===== src/design/lpht_pkg.sv =====
// Package: shared types, constants and codes for the linear probe hash table.
`default_nettype none
package lpht_pkg;

  localparam int unsigned ADDR_BITS_DEF = 12;
  localparam int unsigned CFG_IDX_W     = 3;

  typedef enum logic [1:0] {
    OP_INSERT = 2'd0,
    OP_LOOKUP = 2'd1,
    OP_ERASE  = 2'd2,
    OP_NONE   = 2'd3
  } op_t;

  typedef enum logic [CFG_IDX_W-1:0] {
    CFG_SIZE_LOG2 = 3'd0,
    CFG_MUL_A     = 3'd1,
    CFG_MUL_B     = 3'd2,
    CFG_SHIFT     = 3'd3,
    CFG_TOMB      = 3'd4
  } cfg_idx_t;

  localparam logic [3:0]  SIZE_LOG2_RST = 4'd12;
  localparam logic [31:0] MUL_A_RST     = 32'd2146121005;
  localparam logic [31:0] MUL_B_RST     = 32'd2221713035;
  localparam logic [4:0]  SHIFT_RST     = 5'd16;
  localparam logic [31:0] TOMB_RST      = 32'hFFFF_FFFF;

  // Classified request handed from front to back.
  typedef struct packed {
    logic        reject;
    logic [1:0]  op;
    logic [31:0] key;
    logic [63:0] handle;
    logic [31:0] mix;
  } req_t;

  typedef enum logic [2:0] {
    BK_IDLE,
    BK_CLEAR,
    BK_READ,
    BK_CHECK,
    BK_WRITE,
    BK_DONE
  } bk_state_t;

  typedef enum logic [2:0] {
    FR_IDLE,
    FR_MUL_A,
    FR_MUL_B,
    FR_FINAL,
    FR_PUSH
  } fr_state_t;

endpackage
`default_nettype wire


===== src/design/lpht_queue.sv =====
// Two-entry queue between front end and back end.
`default_nettype none
module lpht_queue import lpht_pkg::*; (
  input  wire logic clk,
  input  wire logic rst_n,
  input  wire logic push,
  input  req_t      push_data,
  output logic      full,
  input  wire logic pop,
  output logic      empty,
  output req_t      pop_data
);
  req_t       mem_r [2];
  logic       wp_r, rp_r;
  logic [1:0] cnt_r;

  assign full     = (cnt_r == 2'd2);
  assign empty    = (cnt_r == 2'd0);
  assign pop_data = mem_r[rp_r];

  always_ff @(posedge clk) begin
    if (!rst_n) begin
      wp_r  <= 1'b0;
      rp_r  <= 1'b0;
      cnt_r <= 2'd0;
    end else begin
      if (push) wp_r <= ~wp_r;
      if (pop)  rp_r <= ~rp_r;
      cnt_r <= cnt_r + {1'b0, push} - {1'b0, pop};
    end
    if (push) mem_r[wp_r] <= push_data;
  end
endmodule
`default_nettype wire


===== config.mk =====
export PLATFORM = sky130hd
export DESIGN_NAME = lpht_queue
export DESIGN_NICKNAME = d
export VERILOG_FILES = /design/src/design/lpht_pkg.sv /design/src/design/lpht_queue.sv
export SDC_FILE = /design/constraint.sdc
export NUM_CORES = 1
export LEC_CHECK = 0
export BUFFER_PORTS_ARGS = -buffer_cell sky130_fd_sc_hd__buf_2
export CAP_MARGIN = 20
export CORE_MARGIN = 5
export CORE_UTILIZATION = 27
export CTS_CLUSTER_SIZE = 14
export DETAILED_ROUTE_END_ITERATION = 10
export SETUP_SLACK_MARGIN = 0.4
export SLEW_MARGIN = 10
export SYNTH_ARGS = -nofsm -noshare
export SYNTH_HDL_FRONTEND = slang
export SYNTH_SLANG_ARGS = --single-unit

===== constraint.sdc =====
create_clock -name clk -period 9.5 [get_ports clk]
set_input_delay 0.95 -clock clk [delete_from_list [all_inputs] [get_ports clk]]
set_output_delay 0.95 -clock clk [all_outputs]
set_load 0.01 [all_outputs]

==> impl_metrics.yaml <==
logic_synthesis:
  synthTopCellsByArea: "edfxtp_1 (78%), mux2_4 (13%), mux2_2 (4.6%)"
  synthXorXnorAreaFrac: 0.00311
  syn_area_um2: 10100
  yosys_warnings: 0
  yosys.area_share.adder: 0.00249
  avgSynthCellArea_um2: 23.4
  synth-compound-area-share: 0.000747
  yosys.area_share.simple: 0.00535
  synth.area.mux_share: 0.180
  ys_seq_elements: 267
  synth_top_family_by_area: "multiplexers"
  yosys.area.top_type_share: 0.783
  synth_cell_types: 15
  yosysSeqAreaShare: 0.793
  synthesis.nets: 566
  syn_inst: 429
  yosysTopAreaCell: "edfxtp_1"
routing:
  drt-pass1-iter-count: 6
  first_iter_violations: 180
  drc: 0
  wirelength_um: 21500
  routed-via-count: 4910
  routedWlPerCell_um: 17.7
  vias_per_cell: 4.05
  antenna_left: 0
setup_path:
  path_max_fanout: 52
  crit_family: "buffers and inverters"
  cp_num_buf_inv: 3
  startpoint_type: "register"
  cp_cell_sequence: "buf_4, buf_4, mux2_2, buf_2"
  reg2regPathDepth: 3
  rr_endpoint: "mem_r[0][64]"
  crit_type: "register to primary output"
  r2r_start: "wp_r"
  cpMaxStageDelayCell: "buf_4"
  required_ps: 8550
  cp.arrival_ps: 3560
  worstSetupEndpointType: "primary output"
  rrSetupSlack_ps: 6500
  slowest_delay_ps: 830
  crit_path_frequent_cell: "buf_4"
timing:
  finClkSkew_ps: 5.46
  rsz0062_at_grt: "no"
  finalCritPeriodShare: 0.475
  setup-tns-final_ps: 0
  setup-violations-final: 0
  final_hold_viol_count: 0
  worstMarginPinSlew_ps: 1030
  slew_violations: 0
  min_period_ps: 4510
  slew_headroom: 0.311
  fmax_mhz: 222
place:
  place_area_um2: 11900
  placed_cells: 1154
  hpwl_um: 14300
  gp_congestion: 0.691
  portBuffers: 267
power:
  power_density_nw_per_um2: 216
  finalPower_uw: 2770
  irDropWorstVdd_v: 0.000149
  p_leak_uw: 0.00492
clock_network:
  ctsResizeCount: 0
  clock_sinks: 267
  cts_tree: "yes"
  postCtsSetupBuffers: 0
  insertion_delay_ps: 540
  numCtsBuffers: 30
  cts_root_buf: "clkbuf_16"
  holdBufCountCts: 0
  cts_buffer_depth: 3
  htreeDepth: 1
  clk_pin_slew_ps: 60
min_path:
  hold_depth: 2
  whs_endpoint: "rp_r"
  hold_path_class: "register to register"
  holdCritStartpoint: "rp_r"
finish:
  final-instance-count-excl-fill: 1213
  design_area_um2: 12800
  n_fill_cell: 3513
  nNetsFinal: 855
  final_util: 0.349
  drive_above_1_share: 0.600
  mostFrequentLayoutCells: "buf_2 (267), edfxtp_1 (262), mux2_4 (90), mux2_2 (41), clkbuf_16 (31)"
  area_delta_synth_final_pct: 27.6
  final_common_cell: "buf_2"
die:
  start_util: 0.274
  die-area_um2: 41200
  core_area_um2: 36700
  die_w_um: 203
  num_rows: 70
  num_io_pins: 268
  die_y_um: 203
grt:
  grt_pass1_wl_um: 31900
  antenna_found_initial: 3
  grt_max_degree: 69
  overflow: 0
  grt_pass1_vias: 5416
  grt_use_total: 0.0998
flow_run:
  max_cap_violations: 0
status:
  status: "finished, final reports clean"
-- sequential cells by signal, summed over array words and instances, names as in the netlist, named ones only --
name	count
mem_r	262
cnt_r	2
rp_r	1
wp_r	1
-- worst max-delay path by stage --
stage / startpoint / end / cells past startpoint
3_5_place_dp: register / pop_data[17] / 4
4_1_cts: register / pop_data[17] / 4
2_1_floorplan: push / mem_r[0][0] / 1
6_report: register / pop_data[17] / 4
5_1_grt: register / pop_data[17] / 4
3_3_place_gp: register / pop_data[17] / 4
-- layout make-up --
type / instances / area (um2) / share of cell area
well taps: 468 / 586 / 0.0457
flip-flops and latches: 267 / 7970 / 0.622
multi-input cells: 145 / 1940 / 0.151
diodes: 3 / 7.51 / 0.000585
repair buffers: 272 / 1370 / 0.107
clock buffers: 40 / 810 / 0.0631
inverters: 2 / 7.51 / 0.000585
clock inverters: 16 / 128 / 0.00995
-- worst register-to-register path: cells and delay by family, from the launching register on --
| kind | cells | cell delay [ps] |
|---|---|---|
| buffers and inverters | 2 | 1450 |
| DFF | 1 | 340 |
| and+or+nand+nor | 1 | 800 |
-- power by group --
part | internal (uW) | switching [uW] | total [uW] | leakage (uW)
clock | 648 | 447 | 1100 | 0.000446
sequential | 1360 | 23.6 | 1390 | 0.00250
combinational | 149 | 142 | 291 | 0.00198
-- cells by family after synthesis --
family | count (synthesis)
mux | 131
buf+inv | 17
simple gates | 9
flops | 267
fa+ha+maj | 2
compound gates | 1
xor+xnor | 2
-- metrics by stage --
step | hold WS [ps] | worst slack (ps)
final | 587 | 4990
after global routing | 547 | 4770
after CTS | 540 | 4830
after detailed placement | 580 | 5440
after global placement | 570 | 5440
after floorplan | 555 | 2200
-- Yosys cell counts (all sizes together) --
cell type,instances
buf,15
o21a,1
xnor3,1
inv,2
edfxtp,262
mux2,131
and2,4
ha,2
nor2,1
nor2b,4
xor2,1
dfxtp,5
-- per-layer routing --
layer	share of wire	track usage	up-vias	routed length (um)
met5	0.00093	0	-	20
met4	0.029	0.0424	2	626
met3	0.078	0.0313	42	1670
met2	0.51	0.175	165	11000
met1	0.38	0.113	2416	8180
li1	-	-	2285	-
No activity file was read; power rests on OpenSTA's default activity.
