===== src/design/lpht_pkg.sv =====
// Package: shared types, constants and codes for the linear probe hash table.
`default_nettype none
package lpht_pkg;

  localparam int unsigned ADDR_BITS_DEF = 12;
  localparam int unsigned CFG_IDX_W     = 3;

  typedef enum logic [1:0] {
    OP_INSERT = 2'd0,
    OP_LOOKUP = 2'd1,
    OP_ERASE  = 2'd2,
    OP_NONE   = 2'd3
  } op_t;

  typedef enum logic [CFG_IDX_W-1:0] {
    CFG_SIZE_LOG2 = 3'd0,
    CFG_MUL_A     = 3'd1,
    CFG_MUL_B     = 3'd2,
    CFG_SHIFT     = 3'd3,
    CFG_TOMB      = 3'd4
  } cfg_idx_t;

  localparam logic [3:0]  SIZE_LOG2_RST = 4'd12;
  localparam logic [31:0] MUL_A_RST     = 32'd2146121005;
  localparam logic [31:0] MUL_B_RST     = 32'd2221713035;
  localparam logic [4:0]  SHIFT_RST     = 5'd16;
  localparam logic [31:0] TOMB_RST      = 32'hFFFF_FFFF;

  // Classified request handed from front to back.
  typedef struct packed {
    logic        reject;
    logic [1:0]  op;
    logic [31:0] key;
    logic [63:0] handle;
    logic [31:0] mix;
  } req_t;

  typedef enum logic [2:0] {
    BK_IDLE,
    BK_CLEAR,
    BK_READ,
    BK_CHECK,
    BK_WRITE,
    BK_DONE
  } bk_state_t;

  typedef enum logic [2:0] {
    FR_IDLE,
    FR_MUL_A,
    FR_MUL_B,
    FR_FINAL,
    FR_PUSH
  } fr_state_t;

endpackage
`default_nettype wire


===== src/design/lpht_front.sv =====
// Front end: accept request, reject reserved keys, compute key mix over cycles.
`default_nettype none
module lpht_front import lpht_pkg::*; (
  input  wire logic        clk,
  input  wire logic        rst_n,
  input  wire logic        in_valid,
  output logic             in_ready,
  input  wire logic [1:0]  in_op,
  input  wire logic [31:0] in_key,
  input  wire logic [63:0] in_handle,
  input  wire logic [31:0] mul_a,
  input  wire logic [31:0] mul_b,
  input  wire logic [4:0]  shift,
  input  wire logic [31:0] tomb,
  output logic             q_push,
  output req_t             q_data,
  input  wire logic        q_full
);
  fr_state_t st_r, st_nxt;
  req_t      req_r, req_nxt;
  logic [31:0] x_r, x_nxt;
  logic [4:0]  s;

  assign s = (shift == 5'd0) ? 5'd1 : shift;
  assign in_ready = (st_r == FR_IDLE);
  assign q_push   = (st_r == FR_PUSH) && !q_full;
  assign q_data   = req_r;

  always_ff @(posedge clk) begin
    if (!rst_n) begin
      st_r <= FR_IDLE;
    end else begin
      st_r <= st_nxt;
    end
    req_r <= req_nxt;
    x_r   <= x_nxt;
  end

  always_comb begin
    st_nxt  = st_r;
    req_nxt = req_r;
    x_nxt   = x_r;
    unique case (st_r)
      FR_IDLE: begin
        if (in_valid) begin
          req_nxt.op     = in_op;
          req_nxt.key    = in_key;
          req_nxt.handle = in_handle;
          req_nxt.mix    = 32'd0;
          req_nxt.reject = (in_op == OP_NONE) || (in_key == 32'd0) || (in_key == tomb);
          x_nxt  = in_key ^ (in_key >> s);
          st_nxt = FR_MUL_A;
        end
      end
      FR_MUL_A: begin
        x_nxt  = x_r * mul_a;
        x_nxt  = x_nxt ^ (x_nxt >> (s - 5'd1));
        st_nxt = FR_MUL_B;
      end
      FR_MUL_B: begin
        x_nxt  = x_r * mul_b;
        st_nxt = FR_FINAL;
      end
      FR_FINAL: begin
        req_nxt.mix = x_r ^ (x_r >> s);
        st_nxt = FR_PUSH;
      end
      FR_PUSH: begin
        if (!q_full) st_nxt = FR_IDLE;
      end
      default: st_nxt = FR_IDLE;
    endcase
  end
endmodule
`default_nettype wire


===== config.mk =====
export PLATFORM = sky130hd
export DESIGN_NAME = lpht_front
export DESIGN_NICKNAME = d
export VERILOG_FILES = /design/src/design/lpht_pkg.sv /design/src/design/lpht_front.sv
export SDC_FILE = /design/constraint.sdc
export NUM_CORES = 2
export LEC_CHECK = 0
export ABC_CLOCK_PERIOD_IN_PS = 15500
export BUFFER_PORTS_ARGS = -buffer_cell sky130_fd_sc_hd__buf_2
export CORE_MARGIN = 2
export CORE_UTILIZATION = 57
export CTS_BUF_LIST = sky130_fd_sc_hd__clkbuf_2
export CTS_CLUSTER_DIAMETER = 60
export DETAILED_ROUTE_END_ITERATION = 6
export PLACE_DENSITY_LB_ADDON = 0.12
export SYNTH_ARGS = -nofsm -noshare
export SYNTH_HDL_FRONTEND = slang
export SYNTH_SLANG_ARGS = --single-unit

===== constraint.sdc =====
create_clock -name clk -period 15.5 [get_ports clk]
set_input_delay 3.1 -clock clk [delete_from_list [all_inputs] [get_ports clk]]
set_output_delay 3.1 -clock clk [all_outputs]
set_load 0.02 [all_outputs]

==> summary.md <==
| Metric | Value |
|---|---|
| Die area | `78610 um2` |
| Top delay family on crit path | `adder cells` |
| Area Growth Syn to Fin | `5.768%` |
| Seq cells post-synth | `166` |
| Port-buffer cells | `335` |
| Filler cells | `6840` |
| Hold buffer count at cts | `0` |
| Number of synthesized flops with an enable pin | `163` |
| CTS sink cnt | `166` |
| PostCTS Resize Cnt | `0` |
| CTS root buf | `clkbuf_2` |
| Buf+Inv Stages, Crit Path | `5` |
| Worst EP required | `16.06 ns` |
| Initial antenna violation count | `5` |
| Clk_skew | `0.08056 ns` |
| Final Hold Vio Count | `0` |
| Mapped Cells | `4852` |
| Pin count of the biggest net entering global routing | `between 60 and 70` |
| Top-area cell type share of the netlist area | `37.52%` |
| Nets | `roughly 6.2k` |
| First-pass GRT wire length | `~210000 um` |
| FMAX | `91.15 MHz` |
| Yosys warning count | `0` |
| Main synth FF type | `edfxtp_1` |
| Clk pin slew, worst setup/hold paths | `between 0.3 and 0.4 ns` |
| TNS Setup | `0 ns` |
| Final max-slew violation count | `0` |
| Ranking of synthesized cells by area | `fa_1, edfxtp_1, inv_1, ha_1, nand2_1` |
| Syn nets | `6118` |
| Hold WC Path Type | `reg -> reg` |
| Seq/Total Area, Yosys | `~11%` |
| CP Capture Type | `flop` |
| HPWL Detailed | `101100 um` |
| Global Route Usage Sum | `34.67%` |
| Crit-path max FO | `29` |
| Cell Area, Synth | `roughly 44000 um2` |
| Initial core utilization | `a little under three fifths` |
| H-Tree Depth | `4` |
| Post-synthesis cell type with the largest combined area | `fa_1` |
| Distinct cells, synth | `82` |
| Synthesized area per cell | `about 9.0 um2` |
| Postcts setup bufs | `0` |
| Multi-input logic area | `34010 um2` |
| Core Rows | `a little over 100` |
| Share of layout cells above drive strength 1 | `9.600%` |
| CP max-delay cell | `fa_1` |
| Worst path max stage delay | `0.56 ns` |
| Final core utilization | `between 60 and 70%` |
| Crit-path most repeated cell | `fa_1` |
| Die span in y | `roughly 280 um` |
| Vias in the first global route | `36.28k` |
| Worst Setup Path Type | `in -> reg` |
| DR DRC count | `0` |
| Post-Route WL | `131800 um` |
| WHS | `0.6367 ns` |
| Number of max-cap violations | `0` |
| Placeable Area | `75820 um2` |
| Later-pin clock latency in the skew report | `around 0.81 ns` |
| CTS Buffer Depth | `2` |
| Fin crit share | `between 70% and 80%` |
| RSZ-0062 raised after global routing | `false` |
| Final worst path period need | `10.97 ns` |
| Worst slew pin tran | `1.236 ns` |
| Initial DRC Count | `3342` |
| Slew headroom | `approximately 18%` |
| Total gr overflow | `0` |
| CTS tree | `yes` |
| Final GP Congestion | `0.9703` |
| Routed vias | `34.38k` |
| Final ANT Viol Nets | `0` |
| Post-DR vias/cell | `5.778` |
| Initial DRT Pass Iterations | `6` |
| Worst path arrival time | `11.53 ns` |
| Final setup violation count | `0` |
| Inserted Clock Buffers | `17` |
| # IOs | `336` |
| Total area of sequential cells | `about 5000 um2` |
| WL/cell | `between 20 and 25 um` |
| Status | `completed` |
| Die width | `280.4 um` |
| Async set or reset register ratio after synthesis | `0%` |
| Critical Path Start Type | `input pin` |
## area by class of cell
type / instances / share of cell area (%)
Tap cell: 978 / 2.657
Timing Repair Buffer: 397 / 4.652
Multi-Input combinational cell: 3465 / 73.86
Antenna cell: 2 / 0.01087
Clock inverter: 15 / 0.4646
Clock buffer: 17 / 0.1848
Sequential cell: 166 / 10.76
Inverter: 909 / 7.410
## worst paths after layout
| path | slack [ns] | from | depth (start not counted) | endpoint |
|---|---|---|---|---|
| worst max-delay path | 4.53 | mul_a[3] | 27 | x_r[17]$_DFFE_PP_ |
| worst min-delay path | 0.64 | st_r[2]$_SDFFE_PN0P_ | 1 | st_r[1]$_SDFFE_PN0P_ |
| worst max register to register | 5.74 | x_r[5]$_DFFE_PP_ | 25 | x_r[17]$_DFFE_PP_ |
| worst min register to register | 0.64 | st_r[2]$_SDFFE_PN0P_ | 1 | st_r[1]$_SDFFE_PN0P_ |
## stage by stage
stage / cells / cell area [um2] / worst slack, ns
2_1_floorplan: 4852 / 43540 / 4.611
3_3_place_gp: 5915 / 45740 / 3.863
3_5_place_dp: 5915 / 45740 / 3.867
4_1_cts: 5947 / 46040 / 4.710
5_1_grt: 5949 / 46050 / 4.191
6_report: 5949 / 46050 / 4.529
## cell usage after synthesis, drive strengths merged (15+ instances only)
cell / n
inv: 909
fa: 816
nand2: 781
and2: 451
clkbuf: 255
ha: 247
mux2i: 168
xnor2: 165
edfxtp: 163
nor2: 124
xor2: 111
a21oi: 91
o21ai: 89
buf: 57
a211oi: 39
a21o: 33
and3: 22
nand3: 22
a22oi: 21
o211ai: 20
o22ai: 20
nor3: 19
nor4: 19
o21a: 17
or3: 15
## cells in the final DEF (no fill, tap or decap), drive strengths merged, types with 124 or more instances in the layout
master | Yosys | layout
xnor2 | 165 | 165
buf | 57 | 397
inv | 909 | 915
fa | 816 | 816
and2 | 451 | 451
nand2 | 781 | 781
edfxtp | 163 | 163
ha | 247 | 247
mux2i | 168 | 168
nor2 | 124 | 124
## cell families after synthesis
kind of cell	synth area share, %
AND/OR/NAND/NOR	16.20
buffers and inverters	10.59
adder cells (fa/ha/maj)	44.62
AO/OA/AOI/OAI	6.923
XOR/XNOR	5.621
multiplexers	4.667
flip-flops	11.38
## routing by layer
layer / GRT usage [%] / routed length [um] / part of all wire (%)
met3: 4.846 / 10590 / 8.0
met5: 0 / 8 / 0.0061
met2: 56.92 / 61740 / 47
met1: 47.58 / 54220 / 41
met4: 11.56 / 5280 / 4.0
## registers in the layout, indices dropped and copies added, names as in the netlist
name and cells:
q_data 131, x_r 32, st_r 3
Power is not shown: default switching activity piles up to over one toggle a cycle in this logic, so the estimate is an artifact.
